--- src/rtl/core/cdq_pkg.sv ---
// ----------------------------------------------------------------------------
// cdq_pkg
// Shared types and constants for the circular deque: request and status
// codes, field widths, and the command/status bundles between controller
// and datapath.
// ----------------------------------------------------------------------------
`default_nettype none

package cdq_pkg;

  // Payload widths
  localparam int DATA_W   = 32;
  localparam int REQ_W    = 2;
  localparam int STATUS_W = 2;
  localparam int FILL_W   = 5;

  // Request codes
  localparam logic [REQ_W-1:0] REQ_PUSH_FRONT = 2'd0;
  localparam logic [REQ_W-1:0] REQ_PUSH_BACK  = 2'd1;
  localparam logic [REQ_W-1:0] REQ_POP_FRONT  = 2'd2;
  localparam logic [REQ_W-1:0] REQ_POP_BACK   = 2'd3;

  // Result status codes
  localparam logic [STATUS_W-1:0] STAT_DONE       = 2'd0;
  localparam logic [STATUS_W-1:0] STAT_REJ_FULL   = 2'd1;
  localparam logic [STATUS_W-1:0] STAT_REJ_EMPTY  = 2'd2;

  // Front/back value reported for an empty deque
  localparam logic [DATA_W-1:0] EMPTY_VALUE = {DATA_W{1'b1}};

  // Controller to datapath commands
  typedef struct packed {
    logic capture;   // latch the incoming request
    logic exec;      // apply the request to indices, count and ring
    logic fill;      // reload front/back cache from ring read data
    logic load;      // move the result into the output register
  } cdq_cmd_t;

  // Datapath to controller status
  typedef struct packed {
    logic needs_fill; // request exposes a new end element that must be read
  } cdq_stat_t;

endpackage : cdq_pkg

`default_nettype wire

--- src/rtl/core/cdq_req_if.sv ---
// ----------------------------------------------------------------------------
// cdq_req_if
// Request channel: valid/ready handshake carrying request type and value.
// ----------------------------------------------------------------------------
`default_nettype none

interface cdq_req_if;

  logic                          valid;
  logic                          ready;
  logic [cdq_pkg::REQ_W-1:0]     req_type;
  logic signed [cdq_pkg::DATA_W-1:0] push_value;

  modport source (output valid, output req_type, output push_value, input ready);
  modport sink   (input valid, input req_type, input push_value, output ready);

endinterface : cdq_req_if

`default_nettype wire

--- src/rtl/core/cdq_rsp_if.sv ---
// ----------------------------------------------------------------------------
// cdq_rsp_if
// Result channel: valid/ready handshake carrying status, popped value,
// fill count and the front/back values.
// ----------------------------------------------------------------------------
`default_nettype none

interface cdq_rsp_if;

  logic                              valid;
  logic                              ready;
  logic [cdq_pkg::STATUS_W-1:0]      status;
  logic signed [cdq_pkg::DATA_W-1:0] popped_value;
  logic [cdq_pkg::FILL_W-1:0]        fill_count;
  logic signed [cdq_pkg::DATA_W-1:0] front_value;
  logic signed [cdq_pkg::DATA_W-1:0] back_value;

  modport source (output valid, output status, output popped_value, output fill_count,
                  output front_value, output back_value, input ready);
  modport sink   (input valid, input status, input popped_value, input fill_count,
                  input front_value, input back_value, output ready);

endinterface : cdq_rsp_if

`default_nettype wire

--- src/rtl/core/cdq_ctrl.sv ---
// ----------------------------------------------------------------------------
// cdq_ctrl
// Sequencing state machine: takes a request, runs the update, an optional
// ring read to refresh a cached end value, then hands the result to the
// output register.
// ----------------------------------------------------------------------------
`default_nettype none

module cdq_ctrl (
  input  wire logic              clk,
  input  wire logic              rst,
  input  wire logic              in_valid,
  output logic                   in_ready,
  output logic                   out_valid,
  input  wire logic              out_ready,
  output cdq_pkg::cdq_cmd_t      cmd,
  input  wire cdq_pkg::cdq_stat_t stat
);

  localparam logic [1:0] ST_IDLE = 2'd0;
  localparam logic [1:0] ST_EXEC = 2'd1;
  localparam logic [1:0] ST_FILL = 2'd2;
  localparam logic [1:0] ST_DONE = 2'd3;

  logic [1:0] state;
  logic [1:0] state_next;

  // Command decode
  always_comb begin
    in_ready    = (state == ST_IDLE);
    cmd.capture = (state == ST_IDLE) && in_valid;
    cmd.exec    = (state == ST_EXEC);
    cmd.fill    = (state == ST_FILL);
    cmd.load    = (state == ST_DONE) && (!out_valid || out_ready);
  end

  // Next state
  always_comb begin
    state_next = state;
    unique case (state)
      ST_IDLE: begin
        if (in_valid) state_next = ST_EXEC;
      end
      ST_EXEC: begin
        state_next = stat.needs_fill ? ST_FILL : ST_DONE;
      end
      ST_FILL: begin
        state_next = ST_DONE;
      end
      ST_DONE: begin
        if (!out_valid || out_ready) state_next = ST_IDLE;
      end
      default: begin
        state_next = ST_IDLE;
      end
    endcase
  end

  always_ff @(posedge clk) begin
    if (rst) begin
      state     <= ST_IDLE;
      out_valid <= 1'b0;
    end else begin
      state <= state_next;
      // Output register holds until its transfer completes
      if (cmd.load) begin
        out_valid <= 1'b1;
      end else if (out_ready) begin
        out_valid <= 1'b0;
      end
    end
  end

endmodule : cdq_ctrl

`default_nettype wire

--- src/rtl/core/cdq_datapath.sv ---
// ----------------------------------------------------------------------------
// cdq_datapath
// Ring memory, head/tail indices, element count, cached front/back values
// and the result register.
// ----------------------------------------------------------------------------
`default_nettype none

module cdq_datapath #(
  parameter int RING_DEPTH = 16
) (
  input  wire logic                             clk,
  input  wire logic                             rst,
  input  wire cdq_pkg::cdq_cmd_t                cmd,
  output cdq_pkg::cdq_stat_t                    stat,
  input  wire logic [cdq_pkg::REQ_W-1:0]        req_type,
  input  wire logic signed [cdq_pkg::DATA_W-1:0] push_value,
  output logic [cdq_pkg::STATUS_W-1:0]          status,
  output logic signed [cdq_pkg::DATA_W-1:0]     popped_value,
  output logic [cdq_pkg::FILL_W-1:0]            fill_count,
  output logic signed [cdq_pkg::DATA_W-1:0]     front_value,
  output logic signed [cdq_pkg::DATA_W-1:0]     back_value
);

  localparam int IW = (RING_DEPTH > 1) ? $clog2(RING_DEPTH) : 1;
  localparam int CW = $clog2(RING_DEPTH + 1);
  localparam int XW = (CW > cdq_pkg::FILL_W) ? CW : cdq_pkg::FILL_W;
  localparam logic [IW-1:0] LAST_IDX = IW'(RING_DEPTH - 1);
  localparam logic [CW-1:0] FULL_CNT = CW'(RING_DEPTH);

  // Ring storage and registered read port
  logic [cdq_pkg::DATA_W-1:0] ring [RING_DEPTH];
  logic [cdq_pkg::DATA_W-1:0] rd_data;

  // Latched request
  logic [cdq_pkg::REQ_W-1:0]  req_r;
  logic [cdq_pkg::DATA_W-1:0] val_r;

  // Deque state
  logic [IW-1:0]              head;
  logic [IW-1:0]              tail;
  logic [CW-1:0]              count;
  logic [cdq_pkg::DATA_W-1:0] front_r;
  logic [cdq_pkg::DATA_W-1:0] back_r;

  // Per-request result
  logic [cdq_pkg::STATUS_W-1:0] status_r;
  logic [cdq_pkg::DATA_W-1:0]   popped_r;

  // Execute-step decode
  logic                         empty;
  logic                         full;
  logic                         single;
  logic [IW-1:0]                head_inc;
  logic [IW-1:0]                head_dec;
  logic [IW-1:0]                tail_inc;
  logic [IW-1:0]                tail_dec;
  logic                         wr_en;
  logic [IW-1:0]                wr_addr;
  logic [IW-1:0]                rd_addr;
  logic [XW-1:0]                count_x;

  assign empty  = (count == '0);
  assign full   = (count == FULL_CNT);
  assign single = (count == CW'(1));

  assign head_inc = (head == LAST_IDX) ? '0 : head + IW'(1);
  assign head_dec = (head == '0) ? LAST_IDX : head - IW'(1);
  assign tail_inc = (tail == LAST_IDX) ? '0 : tail + IW'(1);
  assign tail_dec = (tail == '0) ? LAST_IDX : tail - IW'(1);

  // Write target of a push; an empty deque is written in place
  always_comb begin
    wr_en   = 1'b0;
    wr_addr = head;
    case (req_r)
      cdq_pkg::REQ_PUSH_FRONT: begin
        wr_en   = !full;
        wr_addr = empty ? head : head_dec;
      end
      cdq_pkg::REQ_PUSH_BACK: begin
        wr_en   = !full;
        wr_addr = empty ? tail : tail_inc;
      end
      default: begin
        wr_en = 1'b0;
      end
    endcase
  end

  // A pop that leaves elements behind exposes a new end element
  assign rd_addr = (req_r == cdq_pkg::REQ_POP_FRONT) ? head_inc : tail_dec;
  assign stat.needs_fill = !req_r[1] ? 1'b0 : (!empty && !single);

  // Ring memory
  always_ff @(posedge clk) begin
    if (cmd.exec && wr_en) begin
      ring[wr_addr] <= val_r;
    end
    rd_data <= ring[rd_addr];
  end

  // Request latch (payload, no reset)
  always_ff @(posedge clk) begin
    if (cmd.capture) begin
      req_r <= req_type;
      val_r <= push_value;
    end
  end

  // Indices and count
  always_ff @(posedge clk) begin
    if (rst) begin
      head  <= '0;
      tail  <= '0;
      count <= '0;
    end else if (cmd.exec) begin
      case (req_r)
        cdq_pkg::REQ_PUSH_FRONT: begin
          if (!full) begin
            head  <= wr_addr;
            count <= count + CW'(1);
          end
        end
        cdq_pkg::REQ_PUSH_BACK: begin
          if (!full) begin
            tail  <= wr_addr;
            count <= count + CW'(1);
          end
        end
        cdq_pkg::REQ_POP_FRONT: begin
          if (!empty) begin
            if (!single) head <= head_inc;
            count <= count - CW'(1);
          end
        end
        default: begin
          if (!empty) begin
            if (!single) tail <= tail_dec;
            count <= count - CW'(1);
          end
        end
      endcase
    end
  end

  // Cached end values and per-request result
  always_ff @(posedge clk) begin
    if (cmd.exec) begin
      status_r <= cdq_pkg::STAT_DONE;
      popped_r <= '0;
      case (req_r)
        cdq_pkg::REQ_PUSH_FRONT: begin
          if (full) begin
            status_r <= cdq_pkg::STAT_REJ_FULL;
          end else begin
            front_r <= val_r;
            if (empty) back_r <= val_r;
          end
        end
        cdq_pkg::REQ_PUSH_BACK: begin
          if (full) begin
            status_r <= cdq_pkg::STAT_REJ_FULL;
          end else begin
            back_r <= val_r;
            if (empty) front_r <= val_r;
          end
        end
        cdq_pkg::REQ_POP_FRONT: begin
          if (empty) status_r <= cdq_pkg::STAT_REJ_EMPTY;
          else       popped_r <= front_r;
        end
        default: begin
          if (empty) status_r <= cdq_pkg::STAT_REJ_EMPTY;
          else       popped_r <= back_r;
        end
      endcase
    end else if (cmd.fill) begin
      if (req_r == cdq_pkg::REQ_POP_FRONT) front_r <= rd_data;
      else                                 back_r  <= rd_data;
    end
  end

  // Result register
  assign count_x = XW'(count);

  always_ff @(posedge clk) begin
    if (cmd.load) begin
      status       <= status_r;
      popped_value <= popped_r;
      fill_count   <= count_x[cdq_pkg::FILL_W-1:0];
      front_value  <= empty ? cdq_pkg::EMPTY_VALUE : front_r;
      back_value   <= empty ? cdq_pkg::EMPTY_VALUE : back_r;
    end
  end

endmodule : cdq_datapath

`default_nettype wire

--- src/rtl/core/circular_deque.sv ---
// Circular deque: one request in, one result out.
// Each request is latched, executed and loaded into the result register;
// a pop that leaves elements behind adds a ring read between execute and
// load that refreshes the cached front or back value.
// A new request is taken only once the previous result has been loaded.
// Reset (rst, synchronous): deque empty, indices zero, result channel idle.
// ----------------------------------------------------------------------------
// circular_deque
// Double-ended queue over a ring of RING_DEPTH 32-bit entries, built from a
// sequencing controller and a datapath with the ring memory.
// ----------------------------------------------------------------------------
`default_nettype none

module circular_deque #(
  parameter int RING_DEPTH = 16
) (
  input  wire logic  clk,
  input  wire logic  rst,
  cdq_req_if.sink    req,
  cdq_rsp_if.source  rsp
);

  cdq_pkg::cdq_cmd_t  cmd;
  cdq_pkg::cdq_stat_t stat;

  cdq_ctrl u_ctrl (
    .clk       (clk),
    .rst       (rst),
    .in_valid  (req.valid),
    .in_ready  (req.ready),
    .out_valid (rsp.valid),
    .out_ready (rsp.ready),
    .cmd       (cmd),
    .stat      (stat)
  );

  cdq_datapath #(
    .RING_DEPTH (RING_DEPTH)
  ) u_datapath (
    .clk          (clk),
    .rst          (rst),
    .cmd          (cmd),
    .stat         (stat),
    .req_type     (req.req_type),
    .push_value   (req.push_value),
    .status       (rsp.status),
    .popped_value (rsp.popped_value),
    .fill_count   (rsp.fill_count),
    .front_value  (rsp.front_value),
    .back_value   (rsp.back_value)
  );

endmodule : circular_deque

`default_nettype wire
--- src/flat_wrapper.sv ---
// flat-port wrapper written by rule: the top's interface ports become plain ports
module circular_deque_flat 
#(
  parameter int RING_DEPTH = 16
)
  (clk, rst, req_valid, req_req_type, req_push_value, req_ready, rsp_valid, rsp_status, rsp_popped_value, rsp_fill_count, rsp_front_value, rsp_back_value, rsp_ready);
  cdq_req_if req_i ();
  cdq_rsp_if rsp_i ();
  input  wire logic clk;
  input  wire logic rst;
  input wire logic [$bits(req_i.valid)-1:0] req_valid;
  input wire logic [$bits(req_i.req_type)-1:0] req_req_type;
  input wire logic [$bits(req_i.push_value)-1:0] req_push_value;
  output wire logic [$bits(req_i.ready)-1:0] req_ready;
  output wire logic [$bits(rsp_i.valid)-1:0] rsp_valid;
  output wire logic [$bits(rsp_i.status)-1:0] rsp_status;
  output wire logic [$bits(rsp_i.popped_value)-1:0] rsp_popped_value;
  output wire logic [$bits(rsp_i.fill_count)-1:0] rsp_fill_count;
  output wire logic [$bits(rsp_i.front_value)-1:0] rsp_front_value;
  output wire logic [$bits(rsp_i.back_value)-1:0] rsp_back_value;
  input wire logic [$bits(rsp_i.ready)-1:0] rsp_ready;
  assign req_i.valid = req_valid;
  assign req_i.req_type = req_req_type;
  assign req_i.push_value = req_push_value;
  assign req_ready = req_i.ready;
  assign rsp_valid = rsp_i.valid;
  assign rsp_status = rsp_i.status;
  assign rsp_popped_value = rsp_i.popped_value;
  assign rsp_fill_count = rsp_i.fill_count;
  assign rsp_front_value = rsp_i.front_value;
  assign rsp_back_value = rsp_i.back_value;
  assign rsp_i.ready = rsp_ready;
  circular_deque #(.RING_DEPTH(RING_DEPTH)) u_core (.clk(clk), .rst(rst), .req(req_i), .rsp(rsp_i));
endmodule
--- config.mk ---
export PLATFORM = sky130hd
export DESIGN_NAME = circular_deque_flat
export DESIGN_NICKNAME = d
export VERILOG_FILES = /design/src/rtl/core/cdq_pkg.sv /design/src/rtl/core/cdq_req_if.sv /design/src/rtl/core/cdq_rsp_if.sv /design/src/rtl/core/cdq_ctrl.sv /design/src/rtl/core/cdq_datapath.sv /design/src/rtl/core/circular_deque.sv /design/src/flat_wrapper.sv
export SDC_FILE = /design/constraint.sdc
export NUM_CORES = 1
export LEC_CHECK = 0
export BUFFER_PORTS_ARGS = -buffer_cell sky130_fd_sc_hd__buf_4
export CAP_MARGIN = 10
export CORE_ASPECT_RATIO = 0.8
export CORE_MARGIN = 8
export CORE_UTILIZATION = 55
export CTS_BUF_LIST = sky130_fd_sc_hd__clkbuf_16
export DETAILED_ROUTE_END_ITERATION = 7
export GPL_ROUTABILITY_DRIVEN = 0
export GPL_TIMING_DRIVEN = 0
export PLACE_DENSITY = 0.74
export RECOVER_POWER = 50
export SKIP_LAST_GASP = 1
export SLEW_MARGIN = 20
export SYNTH_ARGS = -nofsm -noshare
export SYNTH_HDL_FRONTEND = slang
export SYNTH_SLANG_ARGS = --single-unit
--- constraint.sdc ---
create_clock -name clk -period 9.5 [get_ports clk]
set_clock_uncertainty 0.2 [all_clocks]
set_input_delay 1.425 -clock clk [delete_from_list [all_inputs] [get_ports clk]]
set_output_delay 1.425 -clock clk [all_outputs]
set_load 0.005 [all_outputs]
### Yosys cells after proc, flatten, opt, wreduce, memory -nomap -nowiden

Memory sizes are Yosys's and may differ from the RTL's. A register that Yosys moved wholly into a read port is not among the register bits.
Index checks and enable logic that the tools add are counted.
W data, S select, Z words.

* shift-type cells: 0
* equal/unequal tests: 25
* multipliers: 0
* multiplexer cells: 45
* bitwise gates (word level): 1
* reductions and logical operators: 26
* div/mod/pow operators: 0
* add/subtract/negate cells: 6
* magnitude comparators: 0

Operator list (count)
* $mux W32: 11
* $pmux W32 S2: 3
* $mux W4: 12
* $pmux W4 S2: 3
* $ne A2 B2 Y1 const B: 8
* $mux W5: 3
* $ne A3 B3 Y1 const B: 4
* $reduce_and A6 Y1: 2
* $reduce_and A5 Y1: 2
* $add A4 B1 Y4 const B: 2
* $eq A4 B4 Y1 const B: 2
* $logic_not A4 Y1: 2
* $mux W1: 8
* $mux W2: 4
* $pmux W2 S4: 1
* $reduce_bool A2 Y1: 4
* $sub A4 B1 Y4 const B: 2
* $eq A2 B2 Y1 const B: 3
* $ne A2 B1 Y1 const B: 3
* $add A5 B1 Y5 const B: 1
* $eq A5 B1 Y1 const B: 1
* $eq A5 B5 Y1 const B: 1
* $logic_not A5 Y1: 1
* $sub A5 B1 Y5 const B: 1
* 10 further kinds: 19

* bits in read-only memories: 0
* latch bits: 0
* memories: 1
* register bits after elaboration: 251
* bits in writable memories: 512

Memory list
* u_core.u_datapath.ring: depth 16, bits a word 32, rd ports 1, clocked after Yosys merged registers in 1, wr ports 1, line cdq_datapath.sv:31 `logic [cdq_pkg::DATA_W-1:0] ring [RING_DEPTH];`

### Logic depth before layout (Yosys ltp)

* depth in word-level cells: 6
* depth in mapped cells: 11
* depth with buffers taken out: 8

### Modules after synthesis

A second synthesis with hierarchy kept.

* cells, all modules: 2077
* area, all modules: 30794.5 sq um

By module, submodules not included
* cdq_datapath: area each 30573.1 sq um, times used 1, cells each 2052, sequential area each 23332.4 sq um
* cdq_ctrl: area each 221.5 sq um, times used 1, cells each 25, sequential area each 60.1 sq um

### Worst setup path after synthesis

OpenSTA, ideal clock, no wires.

* path type: input port to flip-flop
* start point: input port rsp_ready
* end point: register u_core.u_datapath.back_value[0] (netlist bit) (enable)
* arrival: 6052 ps
* stages: 2
* required time: 8722 ps
* setup slack: 2670 ps
* cell sequence: nor2b_1 -> nor2b_1

RTL lines
* start, declared: line flat_wrapper.sv:21 `input wire logic [$bits(rsp_i.ready)-1:0] rsp_ready;`
* end signal, assigned: line cdq_datapath.sv:192 `back_value <= empty ? cdq_pkg::EMPTY_VALUE : back_r;`
* end, declared: line cdq_datapath.sv:21 `output logic signed [cdq_pkg::DATA_W-1:0] back_value`

==> results_dict.tcl <==
set metrics [dict create \
    outcome "finished with violations" \
    violations "max-capacitance violations, max-slew violations" \
    drt-initial-drc-count 1554 \
    hold_depth 0 \
    vias 15500 \
    diodes 0 \
    hpwl_um 43500 \
    synth_nets 1763 \
    syn_inst 1713 \
    grt_overflow 0 \
    reg2regPathDepth 5 \
    relSlewSlack_pct -50.1 \
    pin_count 143 \
    synth_area_per_cell_um2 18.1 \
    vias_per_cell 5.58 \
    cts.path.max_buffers 3 \
    rows 78 \
    first_global_vias 15800 \
    start_util_pct 55.2 \
    hold_viol 0 \
    holdBufCountCts 0 \
    drc 0 \
    grt_pass1_wl_um 96500 \
    power_density_nw_per_um2 312 \
    yosys_warnings 0 \
    netlist_top_cells_count "747 x edfxtp_1, 518 x mux2i_1, 77 x nor2_1" \
    worstSkewPairLatency_ns 0.62 \
    cts_setup_buffers 0 \
    die_w_um 281 \
    arrival_ns 5.78 \
    leakage_nw 13.4 \
    avgRoutedWirePerCell_um 23.3 \
    rsz0062_at_grt "false" \
    syn_area_um2 31000 \
    dr.pass1.iters 6 \
    setup_viol 0 \
    cts_inserted_buffers 76 \
    ir_drop_v 0.000189 \
    core_area_um2 56200 \
    critPathRequiredTime_ns 9.61 \
    synthMostInstantiatedCell "edfxtp_1" \
    tns_ns 0 \
    netlist.area_leader.share_pct 72.3 \
    die_y_um 228 \
    stdcell_count 2778 \
    ys_seq_area_share_pct 75.4 \
    nets 2005 \
    startpoint_type "primary input" \
    drv_slew 85 \
    port-buffer-count 141 \
    cp-end-kind "flip-flop" \
    area_growth_syn_to_layout_pct 16.5 \
    min_period_ns 5.67 \
    synth_area_leaders "edfxtp_1 72%, mux2i_1 17%, dfxtp_1 3.1%" \
    synth.distinct_cells 52 \
    ys_async_sr_fraction_pct 0 \
    cp_max_fo 28 \
    grt_max_degree 32 \
    synth_seq_cells 795 \
    worstMarginPinSlew_ns 2.25 \
    yosysTopAreaCell "edfxtp_1" \
    fin_crit_sh_pct 59.7 \
    antenna_found_initial 0 \
    cts.repair.resized 0 \
    grt.total_usage_pct 19.8 \
    cts_tree "built" \
    hp-class "flip-flop to flip-flop" \
    drive_gt1_share_pct 17.8 \
    htree_levels 3 \
    die-area_um2 64300 \
    max_cap_violations 3 \
    placed_cells 2637 \
    fmax_mhz 176 \
    cts-root-buf "clkbuf_16" \
    cts_sinks 795 \
    ys.flop_type "edfxtp_1" \
    path_clk_slew_ns 0.06 \
    worstSetupPathType "primary input to flip-flop" \
    synth-edff-count 747 \
    wl_um 64900 \
    drtAntennaViolNets 0 \
]
[flip-flops by register name, summed over array words and instances, names as in the netlist]
| signal | flops |
|---|---|
| u_core.u_ctrl.out_valid | 1 |
| u_core.u_ctrl.state | 2 |
| u_core.u_datapath.back_r | 32 |
| u_core.u_datapath.back_value | 32 |
| u_core.u_datapath.count | 5 |
| u_core.u_datapath.fill_count | 5 |
| u_core.u_datapath.front_r | 32 |
| u_core.u_datapath.front_value | 32 |
| u_core.u_datapath.head | 4 |
| u_core.u_datapath.popped_r | 32 |
| u_core.u_datapath.popped_value | 32 |
| u_core.u_datapath.rd_data | 32 |
| u_core.u_datapath.req_r | 2 |
| u_core.u_datapath.ring | 512 |
| u_core.u_datapath.status | 2 |
| u_core.u_datapath.status_r | 2 |
| u_core.u_datapath.tail | 4 |
| u_core.u_datapath.val_r | 32 |
[path summary, 6_finish.rpt]
check / start / to / slack, ns
max reg2reg: u_core.u_ctrl.state[0] / u_core.u_datapath.front_value[5] / 4.18
min reg2reg: u_core.u_datapath.popped_r[29] / u_core.u_datapath.popped_value[29] / 0.22
max: rsp_ready / u_core.u_datapath.front_value[5] / 3.83
min: u_core.u_datapath.popped_r[29] / u_core.u_datapath.popped_value[29] / 0.22
[cells by family (layout without fill, tap and decap cells)]
family / after synthesis / in the layout / synth area share, %
and+or+nand+nor: 188 / 188 / 3.10
buffers and inverters: 101 / 406 / 1.54
adders and majority gates: 12 / 12 / 0.484
muxes: 551 / 551 / 17.9
xor gates and xnor gates: 9 / 9 / 0.254
AOI/OAI and AO/OA: 57 / 57 / 1.28
DFF: 795 / 795 / 75.4
[routing by layer]
layer	track usage, %	routed length, um
met5	0	0
met4	5.13	1330
met3	3.87	4470
met2	32.4	30900
met1	27.2	28200
[layout make-up]
class                           instances  area, um^2
Sequential cell                       795       23400
Fill cell                            3830       20100
Multi-Input combinational cell        817        7290
Clock buffer                           79        1980
Timing Repair Buffer                  164        1560
Tap cell                              760         951
Clock inverter                         62         494
Buffer                                 88         414
Inverter                               13        48.8
[power breakdown]
part | internal, W | switching [W]
sequential | 0.00464 | 0.000270
clock | 0.00172 | 0.00125
combinational | 0.00131 | 0.00208
total | 0.00767 | 0.00360
[placed cells by master (no fill, tap or decap), types with 17 or more instances in the layout]
| cell type | n |
|---|---|
| clkbuf_1 | 41 |
| buf_2 | 46 |
| clkbuf_4 | 56 |
| a21oi_1 | 19 |
| clkbuf_16 | 79 |
| mux2i_1 | 518 |
| inv_1 | 42 |
| nor2_1 | 61 |
| dfxtp_1 | 48 |
| buf_16 | 17 |
| buf_4 | 85 |
| mux2_2 | 30 |
| edfxtp_1 | 747 |
| nand2b_1 | 67 |
[metrics by stage]
| step | hold slack (ns) | setup slack (ns) | instance area (um^2) | power, W | util (%) |
|---|---|---|---|---|---|
| after global routing | 0.228 | 3.42 | 36100 | 0.0117 | 64.3 |
| after floorplan | 0.200 | 2.67 | 31000 | 0.00717 | - |
| after detailed placement | 0.205 | 5.08 | 33800 | 0.00840 | 60.1 |
| after global placement | 0.202 | 1.22 | 33000 | 0.00818 | 58.7 |
| final | 0.218 | 3.83 | 36100 | 0.0113 | 64.3 |
| after CTS | 0.219 | 5.03 | 36200 | 0.0114 | 64.5 |
[critical path: stages]
cell,delay [ns]
clkbuf_4,0.10
nor2b_1,0.05
nor2b_1,1.66
clkbuf_1,1.14
clkbuf_1,1.08
buf_16,0.26
Note: power is estimated with default switching activity, not from simulation.
